===== src/rtl/core/y2r_pkg.sv =====
// Package with the fixed-point constants of the YUYV to RGBA conversion.
`timescale 1ns / 1ps
`default_nettype none

package y2r_pkg;

   localparam int COEF_FRAC_BITS = 16;

   localparam int PIXEL_W  = 8;
   localparam int OFFSET_W = PIXEL_W + 1;
   // Combined factors stay below 4.0, so two integer bits and a sign bit suffice.
   localparam int COEF_W   = COEF_FRAC_BITS + 3;
   localparam int ACC_W    = COEF_W + OFFSET_W + 2;

   localparam longint unsigned FULL_SCALE   = 255;
   localparam longint unsigned LUMA_SPAN    = 219;
   localparam longint unsigned CHROMA_SPAN  = 224;
   localparam longint unsigned MILLI        = 1000;
   localparam longint unsigned FACTOR_RV    = 1402;
   localparam longint unsigned FACTOR_GU    = 344;
   localparam longint unsigned FACTOR_GV    = 714;
   localparam longint unsigned FACTOR_BU    = 1772;
   localparam longint unsigned CHROMA_DEN   = CHROMA_SPAN * MILLI;

   localparam longint unsigned K_Y_VAL =
      ((FULL_SCALE << COEF_FRAC_BITS) + LUMA_SPAN / 2) / LUMA_SPAN;
   localparam longint unsigned K_RV_VAL =
      (((FACTOR_RV * FULL_SCALE) << COEF_FRAC_BITS) + CHROMA_DEN / 2) / CHROMA_DEN;
   localparam longint unsigned K_GU_VAL =
      (((FACTOR_GU * FULL_SCALE) << COEF_FRAC_BITS) + CHROMA_DEN / 2) / CHROMA_DEN;
   localparam longint unsigned K_GV_VAL =
      (((FACTOR_GV * FULL_SCALE) << COEF_FRAC_BITS) + CHROMA_DEN / 2) / CHROMA_DEN;
   localparam longint unsigned K_BU_VAL =
      (((FACTOR_BU * FULL_SCALE) << COEF_FRAC_BITS) + CHROMA_DEN / 2) / CHROMA_DEN;

   localparam logic signed [COEF_W-1:0] K_Y  = $signed(COEF_W'(K_Y_VAL));
   localparam logic signed [COEF_W-1:0] K_RV = $signed(COEF_W'(K_RV_VAL));
   localparam logic signed [COEF_W-1:0] K_GU = $signed(COEF_W'(K_GU_VAL));
   localparam logic signed [COEF_W-1:0] K_GV = $signed(COEF_W'(K_GV_VAL));
   localparam logic signed [COEF_W-1:0] K_BU = $signed(COEF_W'(K_BU_VAL));

   localparam logic signed [OFFSET_W-1:0] LUMA_OFFSET   = 9'sd16;
   localparam logic signed [OFFSET_W-1:0] CHROMA_OFFSET = 9'sd128;

   localparam logic [PIXEL_W-1:0] CHANNEL_MAX  = 8'd255;
   localparam logic [PIXEL_W-1:0] CHANNEL_MIN  = 8'd0;
   localparam logic [PIXEL_W-1:0] ALPHA_OPAQUE = 8'd255;

   typedef struct packed {
      logic [PIXEL_W-1:0] red;
      logic [PIXEL_W-1:0] green;
      logic [PIXEL_W-1:0] blue;
   } rgb_type;

endpackage

`default_nettype wire


===== src/rtl/core/y2r_channel_if.sv =====
// Stream interfaces for the macropixel input and the RGBA result channel.
`timescale 1ns / 1ps
`default_nettype none

interface y2r_req_if;
   logic       valid;
   logic       ready;
   logic [7:0] luma_first;
   logic [7:0] chroma_blue;
   logic [7:0] luma_second;
   logic [7:0] chroma_red;

   modport source (output valid, output luma_first, output chroma_blue,
                   output luma_second, output chroma_red, input ready);
   modport sink   (input valid, input luma_first, input chroma_blue,
                   input luma_second, input chroma_red, output ready);
endinterface

interface y2r_rsp_if;
   logic       valid;
   logic       ready;
   logic [7:0] red_first;
   logic [7:0] green_first;
   logic [7:0] blue_first;
   logic [7:0] red_second;
   logic [7:0] green_second;
   logic [7:0] blue_second;
   logic [7:0] alpha_both;

   modport source (output valid, output red_first, output green_first,
                   output blue_first, output red_second, output green_second,
                   output blue_second, output alpha_both, input ready);
   modport sink   (input valid, input red_first, input green_first,
                   input blue_first, input red_second, input green_second,
                   input blue_second, input alpha_both, output ready);
endinterface

`default_nettype wire


===== src/rtl/core/y2r_pixel_conv.sv =====
// Combinational conversion of one luma sample and a shared chroma pair to RGB.
`timescale 1ns / 1ps
`default_nettype none

module y2r_pixel_conv (
   input  wire logic [y2r_pkg::PIXEL_W-1:0]          luma,
   input  wire logic signed [y2r_pkg::OFFSET_W-1:0]  chroma_u,
   input  wire logic signed [y2r_pkg::OFFSET_W-1:0]  chroma_v,
   output      y2r_pkg::rgb_type                     rgb
);
   import y2r_pkg::*;

   logic signed [OFFSET_W-1:0] luma_off;
   logic signed [ACC_W-1:0]    y_term;
   logic signed [ACC_W-1:0]    rv_term;
   logic signed [ACC_W-1:0]    gu_term;
   logic signed [ACC_W-1:0]    gv_term;
   logic signed [ACC_W-1:0]    bu_term;
   logic signed [ACC_W-1:0]    red_acc;
   logic signed [ACC_W-1:0]    green_acc;
   logic signed [ACC_W-1:0]    blue_acc;

   function automatic logic [PIXEL_W-1:0] floor_clamp(input logic signed [ACC_W-1:0] acc);
      logic [PIXEL_W-1:0] result;
      if (acc[ACC_W-1]) begin
         result = CHANNEL_MIN;
      end else if (|acc[ACC_W-2:COEF_FRAC_BITS+PIXEL_W]) begin
         result = CHANNEL_MAX;
      end else begin
         result = acc[COEF_FRAC_BITS+PIXEL_W-1:COEF_FRAC_BITS];
      end
      return result;
   endfunction

   assign luma_off = $signed({1'b0, luma}) - LUMA_OFFSET;

   assign y_term  = ACC_W'(K_Y)  * ACC_W'(luma_off);
   assign rv_term = ACC_W'(K_RV) * ACC_W'(chroma_v);
   assign gu_term = ACC_W'(K_GU) * ACC_W'(chroma_u);
   assign gv_term = ACC_W'(K_GV) * ACC_W'(chroma_v);
   assign bu_term = ACC_W'(K_BU) * ACC_W'(chroma_u);

   assign red_acc   = y_term + rv_term;
   assign green_acc = y_term - gu_term - gv_term;
   assign blue_acc  = y_term + bu_term;

   assign rgb.red   = floor_clamp(red_acc);
   assign rgb.green = floor_clamp(green_acc);
   assign rgb.blue  = floor_clamp(blue_acc);

endmodule

`default_nettype wire


===== src/rtl/core/yuyv_to_rgba_converter_core.sv =====
// YUYV macropixel to RGBA converter: BT.601 studio range, two pixels per transfer.
// An input transfer is captured in the input register, converted, and captured in the result register.
// Throughput: one macropixel per cycle while results are taken; the result register
// holds while the result side stalls, the input register holds once it is full as well,
// and ready passes back combinationally. Reset (synchronous, active high) empties both
// register stages; the conversion itself holds no state.
`timescale 1ns / 1ps
`default_nettype none

module yuyv_to_rgba_converter_core (
   input  wire logic  clock,
   input  wire logic  reset,
   y2r_req_if.sink    req_channel,
   y2r_rsp_if.source  rsp_channel
);
   import y2r_pkg::*;

   logic               in_valid_ff, in_valid_in;
   logic [PIXEL_W-1:0] luma_first_ff, luma_second_ff, chroma_blue_ff, chroma_red_ff;
   logic               out_valid_ff, out_valid_in;
   rgb_type            pixel_first_ff, pixel_second_ff;

   logic               out_load;
   logic               in_load;
   logic signed [OFFSET_W-1:0] chroma_u;
   logic signed [OFFSET_W-1:0] chroma_v;
   rgb_type            pixel_first;
   rgb_type            pixel_second;

   assign out_load = !out_valid_ff || rsp_channel.ready;
   assign in_load  = !in_valid_ff || out_load;
   assign req_channel.ready = in_load;

   assign in_valid_in  = in_load ? req_channel.valid : in_valid_ff;
   assign out_valid_in = out_load ? in_valid_ff : out_valid_ff;

   always_ff @(posedge clock) begin
      if (reset) begin
         in_valid_ff  <= 1'b0;
         out_valid_ff <= 1'b0;
      end else begin
         in_valid_ff  <= in_valid_in;
         out_valid_ff <= out_valid_in;
      end
   end

   always_ff @(posedge clock) begin
      if (in_load && req_channel.valid) begin
         luma_first_ff  <= req_channel.luma_first;
         chroma_blue_ff <= req_channel.chroma_blue;
         luma_second_ff <= req_channel.luma_second;
         chroma_red_ff  <= req_channel.chroma_red;
      end
   end

   assign chroma_u = $signed({1'b0, chroma_blue_ff}) - CHROMA_OFFSET;
   assign chroma_v = $signed({1'b0, chroma_red_ff}) - CHROMA_OFFSET;

   y2r_pixel_conv u_conv_first (
      .luma     (luma_first_ff),
      .chroma_u (chroma_u),
      .chroma_v (chroma_v),
      .rgb      (pixel_first)
   );

   y2r_pixel_conv u_conv_second (
      .luma     (luma_second_ff),
      .chroma_u (chroma_u),
      .chroma_v (chroma_v),
      .rgb      (pixel_second)
   );

   always_ff @(posedge clock) begin
      if (out_load && in_valid_ff) begin
         pixel_first_ff  <= pixel_first;
         pixel_second_ff <= pixel_second;
      end
   end

   assign rsp_channel.valid        = out_valid_ff;
   assign rsp_channel.red_first    = pixel_first_ff.red;
   assign rsp_channel.green_first  = pixel_first_ff.green;
   assign rsp_channel.blue_first   = pixel_first_ff.blue;
   assign rsp_channel.red_second   = pixel_second_ff.red;
   assign rsp_channel.green_second = pixel_second_ff.green;
   assign rsp_channel.blue_second  = pixel_second_ff.blue;
   assign rsp_channel.alpha_both   = ALPHA_OPAQUE;

endmodule

`default_nettype wire


===== src/flat_wrapper.sv =====
// flat-port wrapper written by rule: the top's interface ports become plain ports
module yuyv_to_rgba_converter_core_flat import y2r_pkg::*;
  (clock, reset, req_channel_valid, req_channel_luma_first, req_channel_chroma_blue, req_channel_luma_second, req_channel_chroma_red, req_channel_ready, rsp_channel_valid, rsp_channel_red_first, rsp_channel_green_first, rsp_channel_blue_first, rsp_channel_red_second, rsp_channel_green_second, rsp_channel_blue_second, rsp_channel_alpha_both, rsp_channel_ready);
  y2r_req_if req_channel_i ();
  y2r_rsp_if rsp_channel_i ();
  input  wire logic clock;
  input  wire logic reset;
  input wire logic [$bits(req_channel_i.valid)-1:0] req_channel_valid;
  input wire logic [$bits(req_channel_i.luma_first)-1:0] req_channel_luma_first;
  input wire logic [$bits(req_channel_i.chroma_blue)-1:0] req_channel_chroma_blue;
  input wire logic [$bits(req_channel_i.luma_second)-1:0] req_channel_luma_second;
  input wire logic [$bits(req_channel_i.chroma_red)-1:0] req_channel_chroma_red;
  output wire logic [$bits(req_channel_i.ready)-1:0] req_channel_ready;
  output wire logic [$bits(rsp_channel_i.valid)-1:0] rsp_channel_valid;
  output wire logic [$bits(rsp_channel_i.red_first)-1:0] rsp_channel_red_first;
  output wire logic [$bits(rsp_channel_i.green_first)-1:0] rsp_channel_green_first;
  output wire logic [$bits(rsp_channel_i.blue_first)-1:0] rsp_channel_blue_first;
  output wire logic [$bits(rsp_channel_i.red_second)-1:0] rsp_channel_red_second;
  output wire logic [$bits(rsp_channel_i.green_second)-1:0] rsp_channel_green_second;
  output wire logic [$bits(rsp_channel_i.blue_second)-1:0] rsp_channel_blue_second;
  output wire logic [$bits(rsp_channel_i.alpha_both)-1:0] rsp_channel_alpha_both;
  input wire logic [$bits(rsp_channel_i.ready)-1:0] rsp_channel_ready;
  assign req_channel_i.valid = req_channel_valid;
  assign req_channel_i.luma_first = req_channel_luma_first;
  assign req_channel_i.chroma_blue = req_channel_chroma_blue;
  assign req_channel_i.luma_second = req_channel_luma_second;
  assign req_channel_i.chroma_red = req_channel_chroma_red;
  assign req_channel_ready = req_channel_i.ready;
  assign rsp_channel_valid = rsp_channel_i.valid;
  assign rsp_channel_red_first = rsp_channel_i.red_first;
  assign rsp_channel_green_first = rsp_channel_i.green_first;
  assign rsp_channel_blue_first = rsp_channel_i.blue_first;
  assign rsp_channel_red_second = rsp_channel_i.red_second;
  assign rsp_channel_green_second = rsp_channel_i.green_second;
  assign rsp_channel_blue_second = rsp_channel_i.blue_second;
  assign rsp_channel_alpha_both = rsp_channel_i.alpha_both;
  assign rsp_channel_i.ready = rsp_channel_ready;
  yuyv_to_rgba_converter_core u_core (.clock(clock), .reset(reset), .req_channel(req_channel_i), .rsp_channel(rsp_channel_i));
endmodule

===== config.mk =====
export PLATFORM = sky130hd
export DESIGN_NAME = yuyv_to_rgba_converter_core_flat
export DESIGN_NICKNAME = d
export VERILOG_FILES = /design/src/rtl/core/y2r_pkg.sv /design/src/rtl/core/y2r_channel_if.sv /design/src/rtl/core/y2r_pixel_conv.sv /design/src/rtl/core/yuyv_to_rgba_converter_core.sv /design/src/flat_wrapper.sv
export SDC_FILE = /design/constraint.sdc
export NUM_CORES = 1
export LEC_CHECK = 0
export BUFFER_PORTS_ARGS = -buffer_cell sky130_fd_sc_hd__buf_2
export CAP_MARGIN = 40
export CORE_UTILIZATION = 70
export DETAILED_ROUTE_END_ITERATION = 10
export PLACE_DENSITY = 0.95
export REMOVE_ABC_BUFFERS = 1
export SLEW_MARGIN = 20
export SYNTH_ARGS = -nofsm -noshare
export SYNTH_HDL_FRONTEND = slang
export SYNTH_SLANG_ARGS = --single-unit

===== constraint.sdc =====
create_clock -name clock -period 14.05 [get_ports clock]
set_clock_uncertainty 0.15 [all_clocks]
set_input_delay 2.1075 -clock clock [delete_from_list [all_inputs] [get_ports clock]]
set_output_delay 2.1075 -clock clock [all_outputs]
set_load 0.01 [all_outputs]

# Yosys cells after proc, flatten, opt, wreduce, memory -nomap -nowiden
# Index checks and enable logic that the tools add are counted.
# totals
word_cells	48
ff_bits	82
# op_classes
n_reduce_logical	12
mul	6
n_addsub	12
muxes	6
# op_table
operator	count
$mul 18x9->27 const A	3
$add 27x28->29	2
$sub 28x26->29	2
$add 27x27->28	2
$sub 27x25->28	2
$mux 8	6
$reduce_or 5->1	6
$mul 19x9->28 const A	1
$mul 15x9->24 const A	1
$mul 10x9->19 const A	1
$sub 8x5->9 const B	2
$sub 8x8->9 const B	2
$logic_and 1x1->1	2
$logic_not 1->1	2
$logic_or 1x1->1	2

# Longest topological paths before layout
# logic_depth
depth_word	6
ltp_mapped	37

# By module
# A second synthesis with hierarchy kept.
# hier_totals
cells_unflattened	2747
hier_area_um2	26949.6
# by_module_without_submodules
module	seq_area_each_um2	cells_each	area_each_um2	n_inst
y2r_pixel_conv (u_core.u_conv_first)	0.0	1337	12324.3	1
y2r_pixel_conv (u_core.u_conv_second)	0.0	1309	12047.8	1
yuyv_to_rgba_converter_core	2442.3	101	2577.5	1

# Least setup slack after synthesis
# No wires, ideal clock.
# synth_timing
path_kind	reg2reg
startpoint	register u_core.luma_second_ff[4]
endpoint	register u_core.pixel_second_ff (netlist bit u_core.rsp_channel.green_second[6]), data pin
arrival_time_ns	7.412
period_less_slack_ns	7.826
required_time_ns	13.636
path_stages_with_launch	33
setup_slack_ns	6.224
n_path_buf	1
path_cell_list	edfxtp_1 inv_1 ha_1 nand2_1 inv_1 ha_1 inv_1 fa_1 inv_1 fa_1 fa_1 ha_1 ha_1 nor3_1 nor2_1 a21boi_1 a21o_1 a21oi_1 xor2_1 fa_1 inv_1 ha_1 a21o_1 a21o_1 a21o_1 a22o_1 a31oi_1 a21boi_1 o41ai_1 xnor2_1 and3_1 clkbuf_1 a21oi_1
# synth_via
elab_chain_cells	6
# synth_lines
element	line	rtl
start: declaration	yuyv_to_rgba_converter_core.sv:19	logic [PIXEL_W-1:0] luma_first_ff, luma_second_ff, chroma_blue_ff, chroma_red_ff;
start signal: assignment	yuyv_to_rgba_converter_core.sv:51	luma_second_ff <= req_channel.luma_second;
$sub 8x5->9 *	y2r_pixel_conv.sv:35	assign luma_off = $signed({1'b0, luma}) - LUMA_OFFSET;
$mul 18x9->27 *	y2r_pixel_conv.sv:37	assign y_term = ACC_W'(K_Y) * ACC_W'(luma_off);
$sub 27x25->28 *	y2r_pixel_conv.sv:44	assign green_acc = y_term - gu_term - gv_term;
$sub 28x26->29 *	y2r_pixel_conv.sv:44	
$reduce_or 5->1	y2r_pixel_conv.sv:27	end else if (|acc[ACC_W-2:COEF_FRAC_BITS+PIXEL_W]) begin
$mux 8	y2r_pixel_conv.sv:27	
end signal: assignment	yuyv_to_rgba_converter_core.sv:76	pixel_second_ff <= pixel_second;
end: declaration	yuyv_to_rgba_converter_core.sv:21	rgb_type pixel_first_ff, pixel_second_ff;
# Mark *: on every way between the ends. The rest lies on a longest branch, timed or not.
# A chain may end at the register's enable or synchronous reset.

# Final worst setup path
# Ends and elaborated chain as after synthesis.

==> impl_metrics.toml <==
[global_routing]
grt_usage_pct = 36.4
antenna_found_initial = 1
grt_pass1_vias = 16100
overflow = 0
grt_max_degree = 33
grt_pass1_wl_um = 81600

[die]
core_mm2 = 0.0280
fp-row-count = 61
die_w_um = 171
ios = 94
die_h_um = 171
die_area_mm2 = 0.0294
start_util_pct = 71.7

[layout]
antenna-diode-count = 0
final_core_util_pct = 76.3
drive_gt1_share_pct = 5.72
area_delta_synth_final_pct = 6.37
fin_nets = 3003

[clocking]
clock_path_buffers = 2
hold_buffers = 0
postCtsSetupRepairBufs = 0
htreeDepth = 3
root_buffer = "clkbuf_16"
insertion_delay_ns = 0.38
cts.repair.resized = 0
cts_tree = "built"
path_clk_slew_ns = 0.09
clkSinkCount = 82
cts_buffers = 9

[setup_path]
crit_cells = 33
path_max_fanout = 8
cpMostUsedCell = "ha_1"
cpMaxStageDelayCell = "fa_1"
critPathKind = "reg -> reg"
start_kind = "register"
path_delay_family = "adder cells"
cp-end-kind = "register"
crit_arrival_ns = 9.47
slowest_delay_ns = 0.53
rr_worst_depth = 33
path_buf_inv = 6
critPathRequiredTime_ns = 14.01

[logic_synthesis]
ys_ff_latch = 82
synth_enable_flop_cells = 80
async_flop_share_pct = 0
synth_top_flop_cell = "edfxtp_1"
ys_warn_count = 0
synth-seq-area-share_pct = 12.2
synthDistinctLibCells = 76
synth_cells = 2150
synth.avg_cell_area_um2 = 9.34
synth_area_mm2 = 0.0201

[timing]
finalCritPeriodShare_pct = 67.7
hold_viol_final = 0
min_period_ns = 9.51
rsz0062_at_grt = "no"
tightest_slew_ns = 0.864
slew-limit-headroom_pct = 42.0
fin_ws_ns = 4.54
tns_ns = 0
finalMaxSlewViolations = 0
max_freq_mhz = 105
setup_violations = 0

[drt]
drc = 0
routedWlPerCell_um = 19.7
wl_um = 52000
routed-via-count = 16400
first_pass_iters = 6
antenna_left = 0
drtIter0Drc = 1362
viasPerCell = 6.24

[run_status]
outcome = "complete, no violations"

[place]
io_buffer_count = 85
dpl.hpwl_um = 45100
dp_slack_ns = 4.87
routabilityCongestion = 0.998

[hold_path]
holdPathStages = 2
hp-class = "reg -> reg"

[run]
max_cap_violations = 0
[layer usage]
layer | global-route usage, % | vias up | share of wire (%) | wire, um
met1 | 47.8 | 7807 | 43 | 22200
met2 | 58.2 | 708 | 45 | 23300
met3 | 5.80 | 165 | 7.7 | 4010
met4 | 17.9 | 0 | 4.8 | 2490
li1 | - | 7754 | - | -
met5 | 0 | - | 0 | 0
[path summary, 6_finish.rpt]
check	endpoint	slack, ns	startpoint
worst max register to register	u_core.rsp_channel.green_second[6]	4.54	u_core.luma_second_ff[4]
worst max-delay path	u_core.rsp_channel.green_second[6]	4.54	u_core.luma_second_ff[4]
worst min register to register	u_core.rsp_channel.valid	0.39	u_core.in_valid_ff
worst min-delay path	u_core.rsp_channel.valid	0.39	u_core.in_valid_ff
[cell type report]
class                   instances  area (um2)
multi-input cells            1681       16200
well taps                     378         473
flip-flops and latches         82        2440
clock buffers                   9         225
fillers                      1953        6640
clock inverters                 7        92.6
inverters                     382        1430
repair buffers                 96         531
[cell usage after synthesis, types with 5 or more instances]
library cell	instances	share of area (%)
inv_1	381	7.1
and3_1	18	0.56
fa_1	147	15
a21boi_0	9	0.34
nor2_1	91	1.7
and2_1	5	0.16
nand2b_1	18	0.56
o211ai_1	13	0.49
o21a_1	44	1.6
a211oi_1	9	0.34
o21ai_1	9	0.22
buf_4	8	0.30
nand2_1	74	1.4
o21ai_0	70	1.7
or3_1	7	0.22
o31ai_1	10	0.37
nand3b_1	7	0.26
xnor2_1	89	3.9
ha_1	568	35
xor2_1	54	2.4
a41oi_1	12	0.52
o21bai_1	9	0.34
nor4_1	9	0.28
a31oi_1	17	0.53
a21o_1	61	2.3
nor3_1	25	0.62
or2_2	5	0.16
a21oi_1	136	3.4
nand4_1	15	0.47
nor2b_1	24	0.75
a211o_1	8	0.35
nand3_1	35	0.87
edfxtp_1	80	12
[worst register-to-register path, delay by kind of cell, from the launching register on]
family / cells / cell delay [ns]
AND/OR/NAND/NOR: 6 / 0.90
AO/OA/AOI/OAI: 10 / 2.74
XOR/XNOR: 2 / 0.54
adder cells (fa/ha/maj): 9 / 3.32
flip-flops: 1 / 0.50
buffers and inverters: 6 / 1.10
[layout by cell type (no fill, tap or decap), drive strengths merged, types with 11 or more instances in the layout]
cell,instances
ha,568
a21boi,13
and3,18
xor2,54
edfxtp,80
o211ai,13
nand3,35
inv,386
fa,147
a31oi,18
clkbuf,11
a21oi,137
nor2,91
nor2b,24
xnor2,89
buf,94
a21o,61
a41oi,12
o21a,44
nand2b,18
nand2,74
nor3,25
nand4,15
o21ai,79
[registers in the layout (all words and copies together), names as in the netlist, 8 cells and up]
register,count
u_core.chroma_blue_ff,8
u_core.chroma_red_ff,8
u_core.luma_first_ff,8
u_core.luma_second_ff,8
u_core.rsp_channel.blue_first,8
u_core.rsp_channel.blue_second,8
u_core.rsp_channel.green_first,8
u_core.rsp_channel.green_second,8
u_core.rsp_channel.red_first,8
u_core.rsp_channel.red_second,8
[cell families (layout without fill, tap and decap cells)]
| family | Yosys count | after routing | share of synthesized area, % |
|---|---|---|---|
| adder cells (fa/ha/maj) | 715 | 715 | 50.0 |
| buffers and inverters | 394 | 494 | 7.51 |
| AND/OR/NAND/NOR | 345 | 345 | 8.48 |
| flip-flops | 82 | 82 | 12.2 |
| multiplexers | 6 | 6 | 0.330 |
| other | 1 | 8 | 0.0187 |
| AO/OA/AOI/OAI | 464 | 464 | 15.2 |
| XOR/XNOR | 143 | 143 | 6.23 |
[per-stage QoR]
stage | area (um2) | hold slack, ns | cells
after CTS | 21300 | 0.389 | 2632
final | 21400 | 0.387 | 2635
after floorplan | 20000 | 0.328 | 2145
after detailed placement | 21000 | 0.373 | 2616
after global placement | 21000 | 0.346 | 2612
after global routing | 21400 | 0.433 | 2635
Power is not shown: default switching activity piles up to over one toggle a cycle in this logic, so the estimate is an artifact.
